==> src/hdl/dasre_pkg.sv <==
// Shared types and constants for the data access stride run encoder.
package dasre_pkg;

    localparam int ADDR_BITS   = 64;
    localparam int FIELD_ADDR_W = 64;
    localparam int LEN_W       = 32;
    localparam int STRIDE_W    = 16;
    localparam int TOTAL_W     = 64;
    localparam int QDEPTH      = 4;
    localparam int QPTR_W      = $clog2(QDEPTH);
    localparam int QCNT_W      = $clog2(QDEPTH + 1);

    localparam logic [LEN_W-1:0] RUN_MAX = {LEN_W{1'b1}};

    localparam logic CMD_ACCESS = 1'b0;
    localparam logic CMD_END    = 1'b1;
    localparam logic KIND_RUN   = 1'b0;
    localparam logic KIND_SUM   = 1'b1;

    typedef enum logic {
        BP_RUN,
        BP_SUM
    } t_bphase;

    typedef struct packed {
        logic                       has_run;
        logic                       has_sum;
        logic [ADDR_BITS-1:0]       start_addr;
        logic [LEN_W-1:0]           run_length;
        logic signed [STRIDE_W-1:0] stride;
        logic [1:0]                 size_code;
        logic                       wr_flag;
        logic [TOTAL_W-1:0]         total_accesses;
        logic [TOTAL_W-1:0]         total_runs;
    } t_rec;

    typedef struct packed {
        logic                       kind;
        logic [FIELD_ADDR_W-1:0]    start_addr;
        logic [LEN_W-1:0]           run_length;
        logic signed [STRIDE_W-1:0] stride;
        logic [1:0]                 size_code;
        logic                       wr_flag;
        logic [TOTAL_W-1:0]         total_accesses;
        logic [TOTAL_W-1:0]         total_runs;
        logic                       last;
    } t_beat;

    typedef struct packed {
        logic empty;
        logic full;
    } t_qstat;

endpackage

==> src/hdl/dasre_front.sv <==
// Front end: accepts accesses, tracks the pending run and queues finished records.
module dasre_front import dasre_pkg::*; (
    input  logic                    i_clk,
    input  logic                    i_rst_n,
    input  logic                    i_cfg_we,
    input  logic                    i_cfg_wdata,
    input  logic                    i_valid,
    input  logic                    i_cmd,
    input  logic [FIELD_ADDR_W-1:0] i_address,
    input  logic [1:0]              i_size_code,
    input  logic                    i_is_write,
    input  t_qstat                  i_qstat,
    output logic                    o_stall,
    output logic                    o_push,
    output t_rec                    o_push_rec
);

    logic                       r_enable, n_enable;
    logic [ADDR_BITS-1:0]       r_first, n_first;
    logic [LEN_W-1:0]           r_count, n_count;
    logic signed [STRIDE_W-1:0] r_stride, n_stride;
    logic [1:0]                 r_size, n_size;
    logic                       r_write, n_write;
    logic [ADDR_BITS-1:0]       r_prev, n_prev;
    logic [TOTAL_W-1:0]         r_acc_total, n_acc_total;
    logic [TOTAL_W-1:0]         r_run_total, n_run_total;

    logic                       w_accept;
    logic [ADDR_BITS-1:0]       w_addr;
    logic signed [ADDR_BITS:0]  w_diff;
    logic                       w_fits;
    logic                       w_same;
    logic                       w_has_run;

    assign o_stall   = i_qstat.full;
    assign w_accept  = i_valid && !i_qstat.full;
    assign w_addr    = i_address[ADDR_BITS-1:0];
    assign w_diff    = $signed({1'b0, w_addr}) - $signed({1'b0, r_prev});
    assign w_fits    = (&w_diff[ADDR_BITS:STRIDE_W-1]) || !(|w_diff[ADDR_BITS:STRIDE_W-1]);
    assign w_same    = (r_size == i_size_code) && (r_write == i_is_write);
    assign w_has_run = (r_count != '0);

    always_comb begin
        n_enable    = r_enable;
        n_first     = r_first;
        n_count     = r_count;
        n_stride    = r_stride;
        n_size      = r_size;
        n_write     = r_write;
        n_prev      = r_prev;
        n_acc_total = r_acc_total;
        n_run_total = r_run_total;
        o_push      = 1'b0;

        o_push_rec                = '0;
        o_push_rec.has_run        = w_has_run;
        o_push_rec.start_addr     = r_first;
        o_push_rec.run_length     = r_count;
        o_push_rec.stride         = r_stride;
        o_push_rec.size_code      = r_size;
        o_push_rec.wr_flag        = r_write;

        if (i_cfg_we) begin
            n_enable = i_cfg_wdata;
        end else if (w_accept && r_enable) begin
            if (i_cmd == CMD_END) begin
                o_push                    = 1'b1;
                o_push_rec.has_sum        = 1'b1;
                o_push_rec.total_accesses = r_acc_total;
                o_push_rec.total_runs     = r_run_total + TOTAL_W'(w_has_run);
                n_run_total = r_run_total + TOTAL_W'(w_has_run);
                n_count     = '0;
                n_first     = '0;
                n_stride    = '0;
                n_size      = '0;
                n_write     = 1'b0;
                n_enable    = 1'b0;
            end else begin
                n_acc_total = r_acc_total + TOTAL_W'(1);
                if (!w_has_run) begin
                    n_first  = w_addr;
                    n_count  = LEN_W'(1);
                    n_stride = '0;
                    n_size   = i_size_code;
                    n_write  = i_is_write;
                    n_prev   = w_addr;
                end else if (r_count == LEN_W'(1) && w_fits && w_same) begin
                    n_stride = w_diff[STRIDE_W-1:0];
                    n_count  = LEN_W'(2);
                    n_prev   = w_addr;
                end else if (w_fits && w_same && w_diff[STRIDE_W-1:0] == r_stride
                             && r_count != RUN_MAX) begin
                    n_count = r_count + LEN_W'(1);
                    n_prev  = w_addr;
                end else begin
                    o_push      = 1'b1;
                    n_run_total = r_run_total + TOTAL_W'(1);
                    n_first     = w_addr;
                    n_count     = LEN_W'(1);
                    n_stride    = '0;
                    n_size      = i_size_code;
                    n_write     = i_is_write;
                    n_prev      = w_addr;
                end
            end
        end
    end

    always_ff @(posedge i_clk) begin
        if (!i_rst_n) begin
            r_enable    <= 1'b0;
            r_first     <= '0;
            r_count     <= '0;
            r_stride    <= '0;
            r_size      <= '0;
            r_write     <= 1'b0;
            r_prev      <= '0;
            r_acc_total <= '0;
            r_run_total <= '0;
        end else begin
            r_enable    <= n_enable;
            r_first     <= n_first;
            r_count     <= n_count;
            r_stride    <= n_stride;
            r_size      <= n_size;
            r_write     <= n_write;
            r_prev      <= n_prev;
            r_acc_total <= n_acc_total;
            r_run_total <= n_run_total;
        end
    end

    a_push_has_content: assert property (@(posedge i_clk) disable iff (!i_rst_n)
        o_push |-> (o_push_rec.has_run || o_push_rec.has_sum))
        else $error("queued record carries nothing");

    a_end_disables: assert property (@(posedge i_clk) disable iff (!i_rst_n)
        (o_push && o_push_rec.has_sum && !i_cfg_we) |=> !r_enable && r_count == '0)
        else $error("end of trace left recording on or a run pending");

endmodule

==> src/hdl/dasre_fifo.sv <==
// Short record queue between the front end and the output sequencer.
module dasre_fifo import dasre_pkg::*; (
    input  logic   i_clk,
    input  logic   i_rst_n,
    input  logic   i_push,
    input  t_rec   i_push_rec,
    input  logic   i_pop,
    output t_rec   o_head,
    output t_qstat o_qstat
);

    t_rec              r_mem [QDEPTH];
    logic [QPTR_W-1:0] r_wptr, n_wptr;
    logic [QPTR_W-1:0] r_rptr, n_rptr;
    logic [QCNT_W-1:0] r_count, n_count;

    assign o_head        = r_mem[r_rptr];
    assign o_qstat.empty = (r_count == '0);
    assign o_qstat.full  = (r_count == QCNT_W'(QDEPTH));

    always_comb begin
        n_wptr  = r_wptr;
        n_rptr  = r_rptr;
        n_count = r_count;
        if (i_push) begin
            n_wptr = r_wptr + QPTR_W'(1);
        end
        if (i_pop) begin
            n_rptr = r_rptr + QPTR_W'(1);
        end
        case ({i_push, i_pop})
            2'b10:   n_count = r_count + QCNT_W'(1);
            2'b01:   n_count = r_count - QCNT_W'(1);
            default: n_count = r_count;
        endcase
    end

    always_ff @(posedge i_clk) begin
        if (i_push) begin
            r_mem[r_wptr] <= i_push_rec;
        end
    end

    always_ff @(posedge i_clk) begin
        if (!i_rst_n) begin
            r_wptr  <= '0;
            r_rptr  <= '0;
            r_count <= '0;
        end else begin
            r_wptr  <= n_wptr;
            r_rptr  <= n_rptr;
            r_count <= n_count;
        end
    end

    a_no_overflow: assert property (@(posedge i_clk) disable iff (!i_rst_n)
        i_push |-> !o_qstat.full)
        else $error("push into full queue");

    a_no_underflow: assert property (@(posedge i_clk) disable iff (!i_rst_n)
        i_pop |-> !o_qstat.empty)
        else $error("pop from empty queue");

endmodule

==> src/hdl/dasre_back.sv <==
// Output sequencer: turns queued records into one or two output beats.
module dasre_back import dasre_pkg::*; (
    input  logic   i_clk,
    input  logic   i_rst_n,
    input  t_rec   i_head,
    input  t_qstat i_qstat,
    input  logic   i_stall,
    output logic   o_pop,
    output logic   o_valid,
    output t_beat  o_beat
);

    t_bphase r_phase, n_phase;
    logic    r_valid, n_valid;
    t_beat   r_beat, n_beat;
    logic    w_load;
    t_beat   w_run_beat;
    t_beat   w_sum_beat;

    assign w_load  = !r_valid || !i_stall;
    assign o_valid = r_valid;
    assign o_beat  = r_beat;

    always_comb begin
        w_run_beat                = '0;
        w_run_beat.kind           = KIND_RUN;
        w_run_beat.start_addr     = FIELD_ADDR_W'(i_head.start_addr);
        w_run_beat.run_length     = i_head.run_length;
        w_run_beat.stride         = i_head.stride;
        w_run_beat.size_code      = i_head.size_code;
        w_run_beat.wr_flag        = i_head.wr_flag;
        w_run_beat.last           = !i_head.has_sum;

        w_sum_beat                = '0;
        w_sum_beat.kind           = KIND_SUM;
        w_sum_beat.total_accesses = i_head.total_accesses;
        w_sum_beat.total_runs     = i_head.total_runs;
        w_sum_beat.last           = 1'b1;
    end

    always_comb begin
        n_phase = r_phase;
        n_valid = r_valid && i_stall;
        n_beat  = r_beat;
        o_pop   = 1'b0;
        if (w_load && !i_qstat.empty) begin
            n_valid = 1'b1;
            case (r_phase)
                BP_RUN: begin
                    if (i_head.has_run) begin
                        n_beat = w_run_beat;
                        if (i_head.has_sum) begin
                            n_phase = BP_SUM;
                        end else begin
                            o_pop = 1'b1;
                        end
                    end else begin
                        n_beat = w_sum_beat;
                        o_pop  = 1'b1;
                    end
                end
                BP_SUM: begin
                    n_beat  = w_sum_beat;
                    o_pop   = 1'b1;
                    n_phase = BP_RUN;
                end
                default: n_phase = BP_RUN;
            endcase
        end
    end

    always_ff @(posedge i_clk) begin
        if (!i_rst_n) begin
            r_phase <= BP_RUN;
            r_valid <= 1'b0;
        end else begin
            r_phase <= n_phase;
            r_valid <= n_valid;
        end
    end

    always_ff @(posedge i_clk) begin
        r_beat <= n_beat;
    end

    a_sum_is_last: assert property (@(posedge i_clk) disable iff (!i_rst_n)
        (o_valid && o_beat.kind == KIND_SUM) |-> o_beat.last)
        else $error("summary beat without last");

    a_sum_phase_head: assert property (@(posedge i_clk) disable iff (!i_rst_n)
        (r_phase == BP_SUM) |-> (!i_qstat.empty && i_head.has_sum))
        else $error("summary phase without a summary record at the head");

endmodule

==> src/hdl/data_access_stride_run_encoder.sv <==
// Top level of the data access stride run encoder.
// Each finished record is written into the record queue at the edge that accepts the input
// beat that closes it; the output register is then loaded from the queue head.
// Throughput: one input beat per cycle; input stalls only while the 4-entry record queue
// is full. An end command yields up to two output beats, the run beat and then the summary.
// Reset (synchronous, active low) clears recording enable, the pending run, totals,
// the queue and the output valid.
module data_access_stride_run_encoder import dasre_pkg::*; (
    input  logic                       i_clk,
    input  logic                       i_rst_n,
    input  logic                       i_cfg_we,
    input  logic                       i_cfg_wdata,
    input  logic                       i_valid,
    output logic                       o_stall,
    input  logic                       i_cmd,
    input  logic [FIELD_ADDR_W-1:0]    i_address,
    input  logic [1:0]                 i_size_code,
    input  logic                       i_is_write,
    output logic                       o_valid,
    input  logic                       i_stall,
    output logic                       o_kind,
    output logic [FIELD_ADDR_W-1:0]    o_first_address,
    output logic [LEN_W-1:0]           o_run_length,
    output logic signed [STRIDE_W-1:0] o_stride,
    output logic [1:0]                 o_run_size_code,
    output logic                       o_run_is_write,
    output logic [TOTAL_W-1:0]         o_total_accesses,
    output logic [TOTAL_W-1:0]         o_total_runs,
    output logic                       o_last
);

    t_qstat w_qstat;
    logic   w_push;
    t_rec   w_push_rec;
    logic   w_pop;
    t_rec   w_head;
    t_beat  w_beat;

    dasre_front u_front (
        .i_clk       (i_clk),
        .i_rst_n     (i_rst_n),
        .i_cfg_we    (i_cfg_we),
        .i_cfg_wdata (i_cfg_wdata),
        .i_valid     (i_valid),
        .i_cmd       (i_cmd),
        .i_address   (i_address),
        .i_size_code (i_size_code),
        .i_is_write  (i_is_write),
        .i_qstat     (w_qstat),
        .o_stall     (o_stall),
        .o_push      (w_push),
        .o_push_rec  (w_push_rec)
    );

    dasre_fifo u_fifo (
        .i_clk      (i_clk),
        .i_rst_n    (i_rst_n),
        .i_push     (w_push),
        .i_push_rec (w_push_rec),
        .i_pop      (w_pop),
        .o_head     (w_head),
        .o_qstat    (w_qstat)
    );

    dasre_back u_back (
        .i_clk   (i_clk),
        .i_rst_n (i_rst_n),
        .i_head  (w_head),
        .i_qstat (w_qstat),
        .i_stall (i_stall),
        .o_pop   (w_pop),
        .o_valid (o_valid),
        .o_beat  (w_beat)
    );

    assign o_kind           = w_beat.kind;
    assign o_first_address  = w_beat.start_addr;
    assign o_run_length     = w_beat.run_length;
    assign o_stride         = w_beat.stride;
    assign o_run_size_code  = w_beat.size_code;
    assign o_run_is_write   = w_beat.wr_flag;
    assign o_total_accesses = w_beat.total_accesses;
    assign o_total_runs     = w_beat.total_runs;
    assign o_last           = w_beat.last;

endmodule

==> config.mk <==
export PLATFORM = sky130hd
export DESIGN_NAME = data_access_stride_run_encoder
export DESIGN_NICKNAME = d
export VERILOG_FILES = /design/src/hdl/dasre_pkg.sv /design/src/hdl/dasre_front.sv /design/src/hdl/dasre_fifo.sv /design/src/hdl/dasre_back.sv /design/src/hdl/data_access_stride_run_encoder.sv
export SDC_FILE = /design/constraint.sdc
export NUM_CORES = 2
export LEC_CHECK = 0
export BUFFER_PORTS_ARGS = -buffer_cell sky130_fd_sc_hd__buf_2
export CAP_MARGIN = 5
export CORE_UTILIZATION = 45
export DETAILED_ROUTE_END_ITERATION = 8
export PLACE_DENSITY_LB_ADDON = 0.12
export SKIP_CTS_REPAIR_TIMING = 1
export SYNTH_ARGS = -nofsm -noshare
export SYNTH_HDL_FRONTEND = slang
export SYNTH_SLANG_ARGS = --single-unit
==> constraint.sdc <==
create_clock -name i_clk -period 27.7 [get_ports i_clk]
set_clock_uncertainty 0.15 [all_clocks]
set_input_delay 6.925 -clock i_clk [delete_from_list [all_inputs] [get_ports i_clk]]
set_output_delay 6.925 -clock i_clk [all_outputs]
set_load 0.01 [all_outputs]
==> flow_summary_export.csv <==
group,metric,value,unit
place,port_buffers,320,
synthesis,avgSynthCellArea,14.2,µm²
synthesis,ys_types,83,
routing,viasPerCell,5.72,
timing,min_period,13.53,ns
synthesis,synth_area_leader_cell,"edfxtp_1",
job,drv_cap,0,
grt,grt_first_pass_wirelength,246,mm
synthesis,syn_area,65000,µm²
worst_setup_path,timing.rr.end,"u_fifo.r_mem[3][105]",
place,dp_slack,13.43,ns
clock_network,clock_sinks,1544,
clock_network,cts_buffer_depth,3,
synthesis,synth_top_cell_area_share,56.6,%
min_path,hold_path_class,"register to register",
final_layout,drive_gt1_share,18.0,%
worst_setup_path,r2r_cells,16,
synthesis,synth_top_family_by_area,"simple AND/OR/NAND/NOR gates",
timing,setup_violations,0,
synthesis,synth_nets,4745,
synthesis,synth-compound-area-share,6.88,%
grt,grt_usage,22.2,%
synthesis,synth_seq_cells,1544,
worst_setup_path,reg2reg_setup_slack,20.11,ns
worst_setup_path,worstSetupPathType,"input pin to register",
worst_setup_path,worstSetupStartpointType,"input pin",
routing,dr.pass1.iters,6,
synthesis,async_flop_share,0,%
final_layout,multi_input_area,20500,µm²
routing,routed_wl,163,mm
synthesis,ys.flop_type,"edfxtp_1",
status,status,"finished clean",
final_layout,fillers,12100,
synthesis,yosys_warnings,0,
worst_setup_path,end_kind,"register",
timing,hold_slack,0.303,ns
worst_setup_path,critPathLaunch,"i_address[17]",
synthesis,synth_cells,4593,
timing,finalCritPeriodShare,48.8,%
power_and_ir_drop,powerDensity,80.2,nW/µm²
synthesis,synth_xor_area_share,2.34,%
synthesis,synth_mux_area_share,8.86,%
timing,finalHoldViolCount,0,
final_layout,seqCellArea,43200,µm²
worst_setup_path,arrival,13.78,ns
clock_network,clk_pin_slew_worst_paths,0.06,ns
routing,post_drt_wl_per_cell,23.6,µm
final_layout,layout.cells.non_filler,6917,
synthesis,ys_seq_area_share,66.4,%
timing,worst_slew_pin_slew,1.30,ns
clock_network,cts_root_buffer,"clkbuf_16",
place,dp_cells,6614,
worst_setup_path,crit_fanout,119,
routing,drc,0,
routing,final_antenna_net_count,0,
timing,final.setup.tns,0,ns
final_layout,final_nets,5026,
floorplan,boundaryPins,321,
synthesis,synth-adder-area-share,1.52,%
grt,gr-total-overflow,0,
routing,vias,39500,
clock_network,clk-insertion-delay-late,0.79,ns
worst_setup_path,crit_path_end,"u_fifo.r_mem[3][105]",
timing,rsz0062_at_grt,"false",
clock_network,h-tree-depth,4,
timing,finalMaxSlewViolations,0,
synthesis,yosys-top-cells-area,"edfxtp_1 57%, dfxtp_1 9.8%, mux4_2 8.5%",
routing,drt_iter0_markers,3201,
floorplan,rows,139,
timing,slew_headroom,13.1,%
clock_network,cts_made_buffers,161,
synthesis,synth-simple-area-share,11.8,%
final_layout,area_growth,13.7,%
timing,fmax,0.0739,GHz
worst_setup_path,worst_ep_required_time,27.95,ns
floorplan,coreArea,143000,µm²
power_and_ir_drop,p_leak,23.5,nW
grt,first_global_vias,39300,
clock_network,tritoncts,"built",
floorplan,die_y,382,µm
power_and_ir_drop,peakVddDrop,75.2,µV
place,place_congestion,0.932,
timing,setup_slack,14.17,ns
floorplan,dieArea,146000,µm²
floorplan,fp.dieW,382,µm
power_and_ir_drop,p_total,5.92,mW
grt,grt_max_degree,146,
place,hpwl,103,mm
worst_setup_path,r2r-start,"u_front.r_prev[17]",
floorplan,start_util,45.3,%
synthesis,synth_edf_count,1225,
grt,antenna_found_initial,18,
==> report_power, final <==
group	switching [mW]	internal, mW
sequential	0.0833	2.73
combinational	0.567	0.398
clock	0.900	1.25
==> worst max-delay path, cell delays in order <==
cell and delay (ns):
buf_2 0.13, ha_1 0.44, a21oi_1 0.28, o21ai_0 0.17, a21o_1 0.27, or4_1 0.62, a21oi_1 0.54, o21bai_1 0.28
a211o_1 0.37, nand4_1 0.11, nor4_1 0.07, and4_1 0.24, o21ai_1 0.83, and3_4 0.71, buf_12 0.42, buf_4 0.86
==> flip-flops by register name, summed over array words and instances (netlist names), named ones only <==
register and cells:
u_front.r_acc_total 64, u_front.r_enable 1, u_back.r_phase 1, u_fifo.r_rptr 2, u_fifo.r_mem 980, u_front.r_run_total 64
u_front.r_size 2, u_front.r_write 1, u_front.r_prev 64, u_front.r_stride 16, u_front.r_count 32, u_fifo.r_wptr 2
u_fifo.r_count 3, u_front.r_first 64, u_back.o_valid 1, u_back.o_beat 245
==> cells in the mapped netlist (8+ instances only) <==
library cell  number
a211oi_1          13
a21o_1            27
a21oi_1          254
a22o_1            16
a31o_2             8
a31oi_1           11
a32o_1            68
and2_1           254
and3_1           114
and4_1            14
buf_1             36
buf_2             19
buf_4              8
clkbuf_1         187
dfxtp_1          319
edfxtp_1        1225
ha_1              76
inv_1            107
mux2i_1           24
mux4_2           244
nand2_1          372
nand2b_1          39
nand3_1          114
nand4_1           89
nor2_1           270
nor2b_1           17
nor3_1            51
nor4_1            32
o211ai_1           9
o21a_1            18
o21ai_0          100
o21ai_1           10
o311ai_0          15
o31ai_1           53
or3_1             55
or4_1             43
xnor2_1           56
xor2_1           118
==> metal layers <==
| metal | part of all wire, % | global-route usage [%] | vias up |
|---|---|---|---|
| li1 | - | - | 18100 |
| met1 | 46 | 31.4 | 20100 |
| met2 | 47 | 35.4 | 1037 |
| met3 | 5.3 | 3.93 | 249 |
| met4 | 2.1 | 5.60 | 16 |
| met5 | 0.063 | 0 | - |
==> cells in the final DEF, fill, tap and decap left out, drive strengths merged, types with 114 or more instances in the layout <==
cell / n
nor2: 270
nand2: 372
nand3: 114
xor2: 118
inv: 114
and2: 256
a21oi: 257
and3: 114
dfxtp: 319
clkbuf: 227
edfxtp: 1225
mux4: 244
buf: 369
==> cell type report <==
class,count,share of cell area (%)
Inverter,110,0.567
Clock inverter,74,1.07
Tap cell,1903,3.22
Clock buffer,227,6.16
Sequential cell,1544,58.4
Timing Repair Buffer,369,2.78
Multi-Input combinational cell,2688,27.8
Antenna cell,2,0.00677
==> logic make-up after synthesis <==
group,after synthesis
DFF,1544
and+or+nand+nor,1493
AOI/OAI and AO/OA,673
buffers and inverters,361
muxes,270
xor gates and xnor gates,174
adders and majority gates,78
==> stage by stage <==
stage / area (µm²) / util [%]
finish: 73900 / 51.5
global route: 73900 / 51.5
CTS: 73900 / 51.5
detailed placement: 68600 / 47.8
global placement: 68600 / 47.8
floorplan: 65000 / -
==> worst min-delay path by stage <==
stage                     cells past startpoint               start                 end  slack (ns)
after CTS                                     2  u_front.r_prev[38]  u_front.r_prev[38]        0.30
after detailed placement                      2  u_front.r_prev[38]  u_front.r_prev[38]        0.30
final                                         2  u_front.r_prev[51]  u_front.r_prev[51]        0.30
after global routing                          2  u_front.r_prev[56]  u_front.r_prev[56]        0.32
after floorplan                               2  u_front.r_prev[10]  u_front.r_prev[10]        0.29
after global placement                        2  u_front.r_prev[47]  u_front.r_prev[47]        0.29
Power figures use the tool's default switching activity.
